[src/design/tsm_pkg.sv]
// ============================================================================
// tsm_pkg
// Shared types and constants of the trie substring matcher: item codes,
// result record, control bundles and default sizes.
// ============================================================================
package tsm_pkg;

   // Default sizes of the node table, the alphabet and the longest pattern.
   localparam int NODES_DEFAULT    = 1024;
   localparam int ALPHABET_DEFAULT = 128;
   localparam int MAX_WORD_DEFAULT = 32;

   // Fixed widths of the channel fields.
   localparam int CHAR_BITS   = 7;
   localparam int STATUS_BITS = 2;

   typedef enum logic {
      OP_INSERT = 1'b0,
      OP_SEARCH = 1'b1
   } tsm_op_type;

   typedef enum logic [STATUS_BITS-1:0] {
      STAT_OK       = 2'd0,
      STAT_FULL     = 2'd1,
      STAT_TOO_LONG = 2'd2
   } tsm_status_type;

   typedef enum logic [2:0] {
      S_CLEAR,
      S_IDLE,
      S_INSERT,
      S_SEARCH,
      S_REPORT
   } tsm_state_type;

   typedef struct packed {
      logic           matched;
      tsm_status_type status;
      logic           end_of_item;
   } tsm_result_type;

   typedef struct packed {
      logic rd_en;
      logic wr_en;
   } tsm_link_ctl_type;

endpackage

[src/design/tsm_ctrl.sv]
// ============================================================================
// tsm_ctrl
// Item sequencer: walks the insert cursor for pattern characters and runs
// the partial-match list through the link memory for text characters.
// ============================================================================
module tsm_ctrl import tsm_pkg::*; #(
   parameter int NODES    = NODES_DEFAULT,
   parameter int ALPHABET = ALPHABET_DEFAULT,
   parameter int MAX_WORD = MAX_WORD_DEFAULT
) (
   input  logic                                          clock,
   input  logic                                          reset,
   input  logic                                          req_valid,
   input  logic                                          req_opcode,
   input  logic [CHAR_BITS-1:0]                          req_character,
   input  logic                                          req_last,
   output logic                                          req_ready,
   input  logic                                          out_free,
   output logic                                          done,
   output tsm_result_type                                result,
   output tsm_link_ctl_type                              link_ctl,
   output logic [$clog2(NODES)+$clog2(ALPHABET)-1:0]     link_rd_addr,
   output logic [$clog2(NODES)+$clog2(ALPHABET)-1:0]     link_wr_addr,
   output logic [$clog2(NODES):0]                        link_wr_data,
   input  logic [$clog2(NODES):0]                        link_rd_data,
   input  logic                                          clear_busy
);

   localparam int NODE_W = $clog2(NODES);
   localparam int CHAR_W = $clog2(ALPHABET);
   localparam int CNT_W  = $clog2(MAX_WORD + 1);
   localparam int IDX_W  = (MAX_WORD > 1) ? $clog2(MAX_WORD) : 1;

   tsm_state_type          state_ff, state_in;
   logic [CHAR_BITS-1:0]   char_ff, char_in;
   logic                   last_ff, last_in;
   tsm_result_type         result_ff, result_in;

   // Insert walk.
   logic [NODE_W-1:0]      cursor_ff, cursor_in;
   logic [CNT_W-1:0]       length_ff, length_in;
   logic                   rejected_ff, rejected_in;
   tsm_status_type         code_ff, code_in;
   logic [NODE_W:0]        nodes_used_ff, nodes_used_in;

   // Search walk.
   logic [CNT_W-1:0]       count_ff, count_in;
   logic                   match_ff, match_in;
   logic [CNT_W-1:0]       issue_ff, issue_in;
   logic                   issue_done_ff, issue_done_in;
   logic [CNT_W-1:0]       wr_cnt_ff, wr_cnt_in;
   logic                   a_valid_ff, a_valid_in;
   logic                   a_root_ff, a_root_in;
   logic                   b_valid_ff, b_valid_in;

   // Partial-match list memory.
   logic [NODE_W-1:0]      act_mem [MAX_WORD];
   logic [NODE_W-1:0]      act_rdata_ff;
   logic                   act_rd_en;
   logic [IDX_W-1:0]       act_rd_addr;
   logic                   act_wr_en;
   logic [IDX_W-1:0]       act_wr_addr;
   logic [NODE_W-1:0]      act_wr_data;

   logic                   accept;
   logic                   in_alpha;
   logic                   srch_finish;
   logic [NODE_W-1:0]      link_child;
   logic                   link_end;

   assign req_ready   = (state_ff == S_IDLE);
   assign accept      = req_valid && req_ready;
   assign in_alpha    = (9'(char_ff) < 9'(ALPHABET));
   assign srch_finish = issue_done_ff && !a_valid_ff && !b_valid_ff;
   assign link_child  = link_rd_data[NODE_W-1:0];
   assign link_end    = link_rd_data[NODE_W];

   // Next state.
   always_comb begin
      state_in = state_ff;
      case (state_ff)
         S_CLEAR: begin
            if (!clear_busy) state_in = S_IDLE;
         end
         S_IDLE: begin
            if (req_valid) begin
               state_in = (tsm_op_type'(req_opcode) == OP_SEARCH) ? S_SEARCH : S_INSERT;
            end
         end
         S_INSERT: begin
            state_in = S_REPORT;
         end
         S_SEARCH: begin
            if (srch_finish) state_in = S_REPORT;
         end
         S_REPORT: begin
            if (out_free) state_in = S_IDLE;
         end
         default: begin
            state_in = S_CLEAR;
         end
      endcase
   end

   // Datapath and outputs.
   always_comb begin
      logic [NODE_W-1:0] nxt;
      logic              rej;
      tsm_status_type    code;

      char_in       = char_ff;
      last_in       = last_ff;
      result_in     = result_ff;
      cursor_in     = cursor_ff;
      length_in     = length_ff;
      rejected_in   = rejected_ff;
      code_in       = code_ff;
      nodes_used_in = nodes_used_ff;
      count_in      = count_ff;
      match_in      = match_ff;
      issue_in      = issue_ff;
      issue_done_in = issue_done_ff;
      wr_cnt_in     = wr_cnt_ff;
      a_valid_in    = 1'b0;
      a_root_in     = a_root_ff;
      b_valid_in    = 1'b0;
      link_ctl      = '0;
      link_rd_addr  = {(a_root_ff ? {NODE_W{1'b0}} : act_rdata_ff), CHAR_W'(char_ff)};
      link_wr_addr  = {cursor_ff, CHAR_W'(char_ff)};
      link_wr_data  = '0;
      act_rd_en     = 1'b0;
      act_rd_addr   = issue_ff[IDX_W-1:0];
      act_wr_en     = 1'b0;
      act_wr_addr   = wr_cnt_ff[IDX_W-1:0];
      act_wr_data   = link_child;
      done          = 1'b0;
      nxt           = link_child;
      rej           = rejected_ff;
      code          = code_ff;

      case (state_ff)
         S_IDLE: begin
            if (accept) begin
               char_in       = req_character;
               last_in       = req_last;
               issue_in      = '0;
               issue_done_in = 1'b0;
               wr_cnt_in     = '0;
               if (tsm_op_type'(req_opcode) == OP_INSERT) begin
                  link_ctl.rd_en = 1'b1;
                  link_rd_addr   = {cursor_ff, CHAR_W'(req_character)};
               end
            end
         end
         S_INSERT: begin
            if (!rejected_ff) begin
               if (length_ff >= CNT_W'(MAX_WORD)) begin
                  rej  = 1'b1;
                  code = STAT_TOO_LONG;
               end else if (!in_alpha) begin
                  rej  = 1'b1;
                  code = STAT_FULL;
               end else if (link_child == '0) begin
                  if (nodes_used_ff >= (NODE_W+1)'(NODES)) begin
                     rej  = 1'b1;
                     code = STAT_FULL;
                  end else begin
                     nxt            = nodes_used_ff[NODE_W-1:0];
                     nodes_used_in  = nodes_used_ff + (NODE_W+1)'(1);
                     link_ctl.wr_en = 1'b1;
                     link_wr_data   = {last_ff, nodes_used_ff[NODE_W-1:0]};
                  end
               end else if (last_ff) begin
                  // Existing node becomes a pattern end: set its mark in place.
                  link_ctl.wr_en = 1'b1;
                  link_wr_data   = {1'b1, link_child};
               end
               if (!rej) begin
                  cursor_in = nxt;
                  length_in = length_ff + CNT_W'(1);
               end
            end
            rejected_in           = rej;
            code_in               = code;
            result_in.matched     = 1'b0;
            result_in.status      = rej ? code : STAT_OK;
            result_in.end_of_item = last_ff;
            if (last_ff) begin
               cursor_in   = '0;
               length_in   = '0;
               rejected_in = 1'b0;
               code_in     = STAT_OK;
            end
         end
         S_SEARCH: begin
            // Stage a: fetch the next partial match, then a token for the root.
            if (!issue_done_ff) begin
               a_valid_in = 1'b1;
               if (issue_ff < count_ff) begin
                  act_rd_en = 1'b1;
                  a_root_in = 1'b0;
                  issue_in  = issue_ff + CNT_W'(1);
               end else begin
                  a_root_in     = 1'b1;
                  issue_done_in = 1'b1;
               end
            end
            // Stage b: look up the child for this text character.
            if (a_valid_ff) begin
               link_ctl.rd_en = 1'b1;
               b_valid_in     = 1'b1;
            end
            // Stage c: a live child joins the list, compacted in place. The
            // write slot never passes the entries that are still to be read.
            if (b_valid_ff && in_alpha && (link_child != '0)) begin
               if (link_end) match_in = 1'b1;
               if (wr_cnt_ff < CNT_W'(MAX_WORD)) begin
                  act_wr_en = 1'b1;
                  wr_cnt_in = wr_cnt_ff + CNT_W'(1);
               end
            end
            if (srch_finish) begin
               result_in.matched     = match_ff;
               result_in.status      = STAT_OK;
               result_in.end_of_item = last_ff;
               count_in              = last_ff ? '0 : wr_cnt_ff;
               if (last_ff) match_in = 1'b0;
            end
         end
         S_REPORT: begin
            done = out_free;
         end
         default: begin
         end
      endcase
   end

   always_ff @(posedge clock) begin
      if (reset) begin
         state_ff      <= S_CLEAR;
         cursor_ff     <= '0;
         length_ff     <= '0;
         rejected_ff   <= 1'b0;
         code_ff       <= STAT_OK;
         nodes_used_ff <= (NODE_W+1)'(1);
         count_ff      <= '0;
         match_ff      <= 1'b0;
         issue_ff      <= '0;
         issue_done_ff <= 1'b0;
         wr_cnt_ff     <= '0;
         a_valid_ff    <= 1'b0;
         a_root_ff     <= 1'b0;
         b_valid_ff    <= 1'b0;
      end else begin
         state_ff      <= state_in;
         cursor_ff     <= cursor_in;
         length_ff     <= length_in;
         rejected_ff   <= rejected_in;
         code_ff       <= code_in;
         nodes_used_ff <= nodes_used_in;
         count_ff      <= count_in;
         match_ff      <= match_in;
         issue_ff      <= issue_in;
         issue_done_ff <= issue_done_in;
         wr_cnt_ff     <= wr_cnt_in;
         a_valid_ff    <= a_valid_in;
         a_root_ff     <= a_root_in;
         b_valid_ff    <= b_valid_in;
      end
   end

   always_ff @(posedge clock) begin
      char_ff   <= char_in;
      last_ff   <= last_in;
      result_ff <= result_in;
   end

   always_ff @(posedge clock) begin
      if (act_wr_en) begin
         act_mem[act_wr_addr] <= act_wr_data;
      end
      if (act_rd_en) begin
         act_rdata_ff <= act_mem[act_rd_addr];
      end
   end

   assign result = result_ff;

endmodule

[config.mk]
export PLATFORM = sky130hd
export DESIGN_NAME = tsm_ctrl
export DESIGN_NICKNAME = d
export VERILOG_FILES = /design/src/design/tsm_pkg.sv /design/src/design/tsm_ctrl.sv
export SDC_FILE = /design/constraint.sdc
export NUM_CORES = 1
export LEC_CHECK = 0
export BUFFER_PORTS_ARGS = -buffer_cell sky130_fd_sc_hd__buf_2
export CAP_MARGIN = 10
export CORE_MARGIN = 5
export CORE_UTILIZATION = 55
export DETAILED_ROUTE_END_ITERATION = 7
export GPL_TIMING_DRIVEN = 0
export PLACE_DENSITY = 0.71
export SKIP_CTS_REPAIR_TIMING = 1
export SLEW_MARGIN = 10
export SYNTH_ARGS = -nofsm -noshare
export SYNTH_HDL_FRONTEND = slang
export SYNTH_SLANG_ARGS = --single-unit
export TNS_END_PERCENT = 1
[constraint.sdc]
create_clock -name clock -period 2.45 [get_ports clock]
set_input_delay 0.3675 -clock clock [delete_from_list [all_inputs] [get_ports clock]]
set_output_delay 0.3675 -clock clock [all_outputs]
set_load 0.01 [all_outputs]
# Yosys cells after proc, flatten, opt, wreduce, memory -nomap -nowiden
# Memories as Yosys holds them, arrays and structs flattened. A register that Yosys moved wholly into a read port is not among the register bits.
# Cells that the tools add are included.
dict set report word_totals {
  ff_bits 68
  latch_bits 0
  ramBits 320
  mem_bits_ro 0
  wordCells 147
  memories 1
}
dict set report classes {
  n_addsub 4
  n_mul 0
  div_mod_pow 0
  n_lt_le_gt_ge 4
  n_eq_ne 15
  shifts 0
  mux 77
  bitwise 5
  n_reduce_logical 22
}
# memory depth word_bits rd rd_clocked_by_memory_dff write_ports line
set memory_table {}
lappend memory_table {act_mem 32 10 1 1 1 tsm_ctrl.sv:57} ;# logic [NODE_W-1:0] act_mem [MAX_WORD];
# cell n
set op_table {}
lappend op_table {{10-bit two-way mux} 7}
lappend op_table {{11-bit two-way mux} 6}
lappend op_table {{6-bit two-way mux} 9}
lappend op_table {{17-bit two-way mux} 3}
lappend op_table {{1-bit two-way mux} 35}
lappend op_table {{6-bit case mux with 2 select lines} 2}
lappend op_table {{2-bit != test, second input constant} 10}
lappend op_table {{6-bit by 1-bit adder with 6-bit output, second input constant} 3}
lappend op_table {{3-bit case mux with 5 select lines} 1}
lappend op_table {{2-bit two-way mux} 6}
lappend op_table {{3-bit two-way mux} 4}
lappend op_table {{4-bit AND reduction} 3}
lappend op_table {{11-bit by 1-bit adder with 11-bit output, second input constant} 1}
lappend op_table {{11-bit greater-or-equal comparator, second input constant} 1}
lappend op_table {{10-bit zero test} 1}
lappend op_table {{2-bit AND reduction} 5}
lappend op_table {{10-bit nonzero test} 1}
lappend op_table {{4-bit case mux with 2 select lines} 1}
lappend op_table {{3-bit by 2-bit == test with 1-bit output, second input constant} 2}
lappend op_table {{6-bit greater-or-equal comparator, second input constant} 1}
lappend op_table {{6-bit < comparator} 1}
lappend op_table {{6-bit < comparator, second input constant} 1}
lappend op_table {{1-bit NOT} 5}
lappend op_table {{5-bit AND reduction} 1}
lappend op_table {{11 further kinds} 17}

# Longest topological paths before layout
dict set report logic_depth {
  depth_word 10
  ltp_mapped 8
}

# Worst setup path before layout
# Ideal clock, no wire load.
dict set report synth_path {
  kind {reg-to-reg}
  startpoint {reg state_ff[2]}
  endpoint {mem act_mem[10][0] (netlist bit), enable pin}
  arrival_ns 1.947
  t_required_ns 2.074
  setup_slack_ns 0.127
  stages_incl_launch_ff 6
  n_path_buf 1
  cell_sequence {dfxtp_1 -> buf_6 -> nand4b_4 -> a311oi_1 -> nand2_1 -> nor2_1}
}
dict set report synth_via {
  elab_chain_len 4
}
# item line
set synth_rtl {}
lappend synth_rtl {{from (decl)} tsm_ctrl.sv:34} ;# tsm_state_type state_ff, state_in;
lappend synth_rtl {{from (signal assigned)} tsm_ctrl.sv:255} ;# state_ff <= state_in;
lappend synth_rtl {{3-bit by 2-bit == test with 1-bit output} tsm_ctrl.sv:141} ;# case (state_ff)
lappend synth_rtl {{1-bit two-way mux} tsm_ctrl.sv:141}
lappend synth_rtl {{1-bit two-way mux} tsm_ctrl.sv:279} ;# if (act_wr_en) begin
lappend synth_rtl {{1-bit two-way mux (not written as such)} tsm_ctrl.sv:280} ;# act_mem[act_wr_addr] <= act_wr_data;
lappend synth_rtl {{to (decl)} tsm_ctrl.sv:57}
# No other way between the ends.

# Worst setup path in the final report
dict set report layout_path {
  startpoint {reg state_ff[1]}
  endpoint {mem act_mem[26][4] (netlist bit), enable pin}
}
# The elaborated chain is that of the path after synthesis.

==> impl_metrics.env <==
export IMPL_nNetsFinal=1168
export IMPL_gr_total_overflow=0
export IMPL_status="finished, violations left"
export IMPL_dr_pass1_iters=5
export IMPL_holdWs_ps=30.3
export IMPL_drtIter0Drc=983
export IMPL_root_buffer="clkbuf_16"
export IMPL_p_sw_share_pct=20.4
export IMPL_syn_nets=1036
export IMPL_synth_largest_area_cell="edfxtp_1"
export IMPL_place_hpwl_um=25300
export IMPL_final_core_util_pct=65.6
export IMPL_syn_to_final_growth_pct=17.2
export IMPL_start_kind="flip-flop"
export IMPL_path_clk_slew_ps=60
export IMPL_required_ps=2630
export IMPL_combPwrFrac_pct=2.6
export IMPL_placementRows=62
export IMPL_wl_per_cell_um=25.6
export IMPL_synth_seq_cells=398
export IMPL_start_util_pct=55.9
export IMPL_finalHoldViolCount=0
export IMPL_fp_dieW_um=181
export IMPL_irDropWorstVdd_mv=0.750
export IMPL_maxCapViolations=0
export IMPL_synth_commonest_cells="342 x edfxtp_1, 71 x nor2_1, 60 x mux4_2"
export IMPL_max_slew_margin_pct=38.9
export IMPL_end_kind="flip-flop"
export IMPL_synth_edf_count=342
export IMPL_hold_class="primary input to flip-flop"
export IMPL_track_usage_pct=23.4
export IMPL_netlist_cell_type_count=59
export IMPL_final_area_um2=18900
export IMPL_synthCells=997
export IMPL_antenna_found_initial=0
export IMPL_finalSetupViolations=233
export IMPL_ctsLongestPathBuffers=3
export IMPL_num_vias=9594
export IMPL_synth_flop_cell="edfxtp_1"
export IMPL_grt_max_degree=37
export IMPL_grt_pass1_wl_um=58300
export IMPL_die_area_um2=32800
export IMPL_avgViaCountPerCell=6.22
export IMPL_port_buffer_count=76
export IMPL_grt_pass1_vias=9342
export IMPL_synthArstFlopShare_pct=0
export IMPL_drc=0
export IMPL_crit_type="flip-flop to flip-flop"
export IMPL_clkLatencyLatePin_ps=530
export IMPL_syn_area_um2=16100
export IMPL_setup_ws_ps=-120
export IMPL_yosysSeqAreaShare_pct=70.7
export IMPL_power_frac_clock_pct=43.0
export IMPL_yosysTopAreaCellShare_pct=63.8
export IMPL_seqPwrFrac_pct=54.4
export IMPL_cts_buffers=40
export IMPL_period_needed_ps=2570
export IMPL_fin_crit_sh_pct=105
export IMPL_core_area_um2=28800
export IMPL_ios=78
export IMPL_power_internal_uw=10800
export IMPL_rsz0062_at_grt="yes"
export IMPL_place_area_um2=17000
export IMPL_worstPathArrival_ps=2760
export IMPL_place_congestion=0.867
export IMPL_violations="setup timing"
export IMPL_cellPowerDensity_nw_per_um2=718
export IMPL_synth_warnings=0
export IMPL_htreeDepth=2
export IMPL_wl_um=39400
export IMPL_synthTopCellsByArea="edfxtp_1 64%, mux4_2 8.4%, dfxtp_1 7.0%, mux2i_1 2.5%, nor2_1 1.7%"
export IMPL_slew_violations=0
export IMPL_num_antenna_cells=0
export IMPL_post_route_cells_drive_above_1_share_pct=28.3
export IMPL_p_switching_uw=2760
export IMPL_fmax_ghz=0.389
export IMPL_synth_most_common_cell="edfxtp_1"
export IMPL_cts_tree="built"
export IMPL_ant_nets=0
export IMPL_crit_fanout=10
export IMPL_cts_sinks=398
export IMPL_worst_pin_slew_ps=916
export IMPL_fin_skew_ps=17.8
export IMPL_die_h_um=181
export IMPL_total_leakage_power_uw=0.00603
export IMPL_syn_avg_cell_area_um2=16.2
## logic make-up (layout without fill, tap and decap cells)
kind of cell    Yosys count  count (layout)  share of synthesized area (%)
buf+inv                  73             234                           2.09
xor+xnor                 11              11                          0.598
compound gates          167             167                           6.72
simple gates            226             226                           7.33
flops                   398             398                           70.7
fa+ha+maj                14              14                           1.09
mux                     108             108                           11.4
## placed cells by master (no fill, tap or decap), drive strengths merged, types with 25 or more instances in the layout
master  count
o21ai      31
nand2      52
edfxtp    342
mux4       60
dfxtp      56
a22oi      25
clkbuf     82
buf       113
a21oi      46
nor2       74
mux2i      41
## worst paths after layout
kind               startpoint              to  slack, ps  depth (start not counted)
setup / recovery  state_ff[1]  act_mem[26][4]       -120                          5
hold / removal       req_last         last_ff         30                          1
setup reg to reg  state_ff[1]  act_mem[26][4]       -120                          5
hold reg to reg    a_valid_ff      b_valid_ff        490                          2
## metal layers
layer	wire length, um	global-route usage [%]	share of wire (%)
met5	0	0	0
met2	19300	38.4	49
met1	15400	32.4	39
met3	3330	3.86	8.4
met4	1360	7.75	3.5
## flip-flops by register name, indices dropped and copies added (netlist names), 6 cells and up
signal / flops
issue_ff: 6
cursor_ff: 10
act_rdata_ff: 10
act_mem: 320
wr_cnt_ff: 6
char_ff: 7
count_ff: 6
nodes_used_ff: 11
length_ff: 6
## area by class of cell
cell class / instances / area, um^2
flip-flops and latches: 398 / 11400
fillers: 1954 / 9910
multi-input cells: 526 / 4850
clock buffers: 50 / 1070
repair buffers: 91 / 520
well taps: 384 / 480
plain buffers: 54 / 328
clock inverters: 21 / 163
inverters: 18 / 67.6
## power groups by stage
| stage | sequential [uW] | clock [uW] | combinational, uW |
|---|---|---|---|
| after floorplan | 7520 | 0 | 117 |
| after global placement | 7510 | 0 | 304 |
| after detailed placement | 7520 | 0 | 313 |
| after CTS | 7370 | 5870 | 314 |
| after global routing | 7370 | 6170 | 375 |
| final | 7370 | 5820 | 352 |
## through the flow
stage	setup slack, ps	TNS (ps)	power (uW)	std cells
floorplan	127	0	7640	997
global placement	-1310	-394720	7820	1457
detailed placement	-1410	-425200	7830	1457
CTS	-870	-258870	13600	1528
global route	-174	-28860	13900	1542
finish	-120	-13830	13500	1542
## critical path, stage by stage (launching register included)
cell,delay [ps]
dfxtp_1,360
buf_6,170
nand4b_4,160
a311oi_4,550
nand2_2,490
nor2_4,480
(Power assumes the default switching activity.)
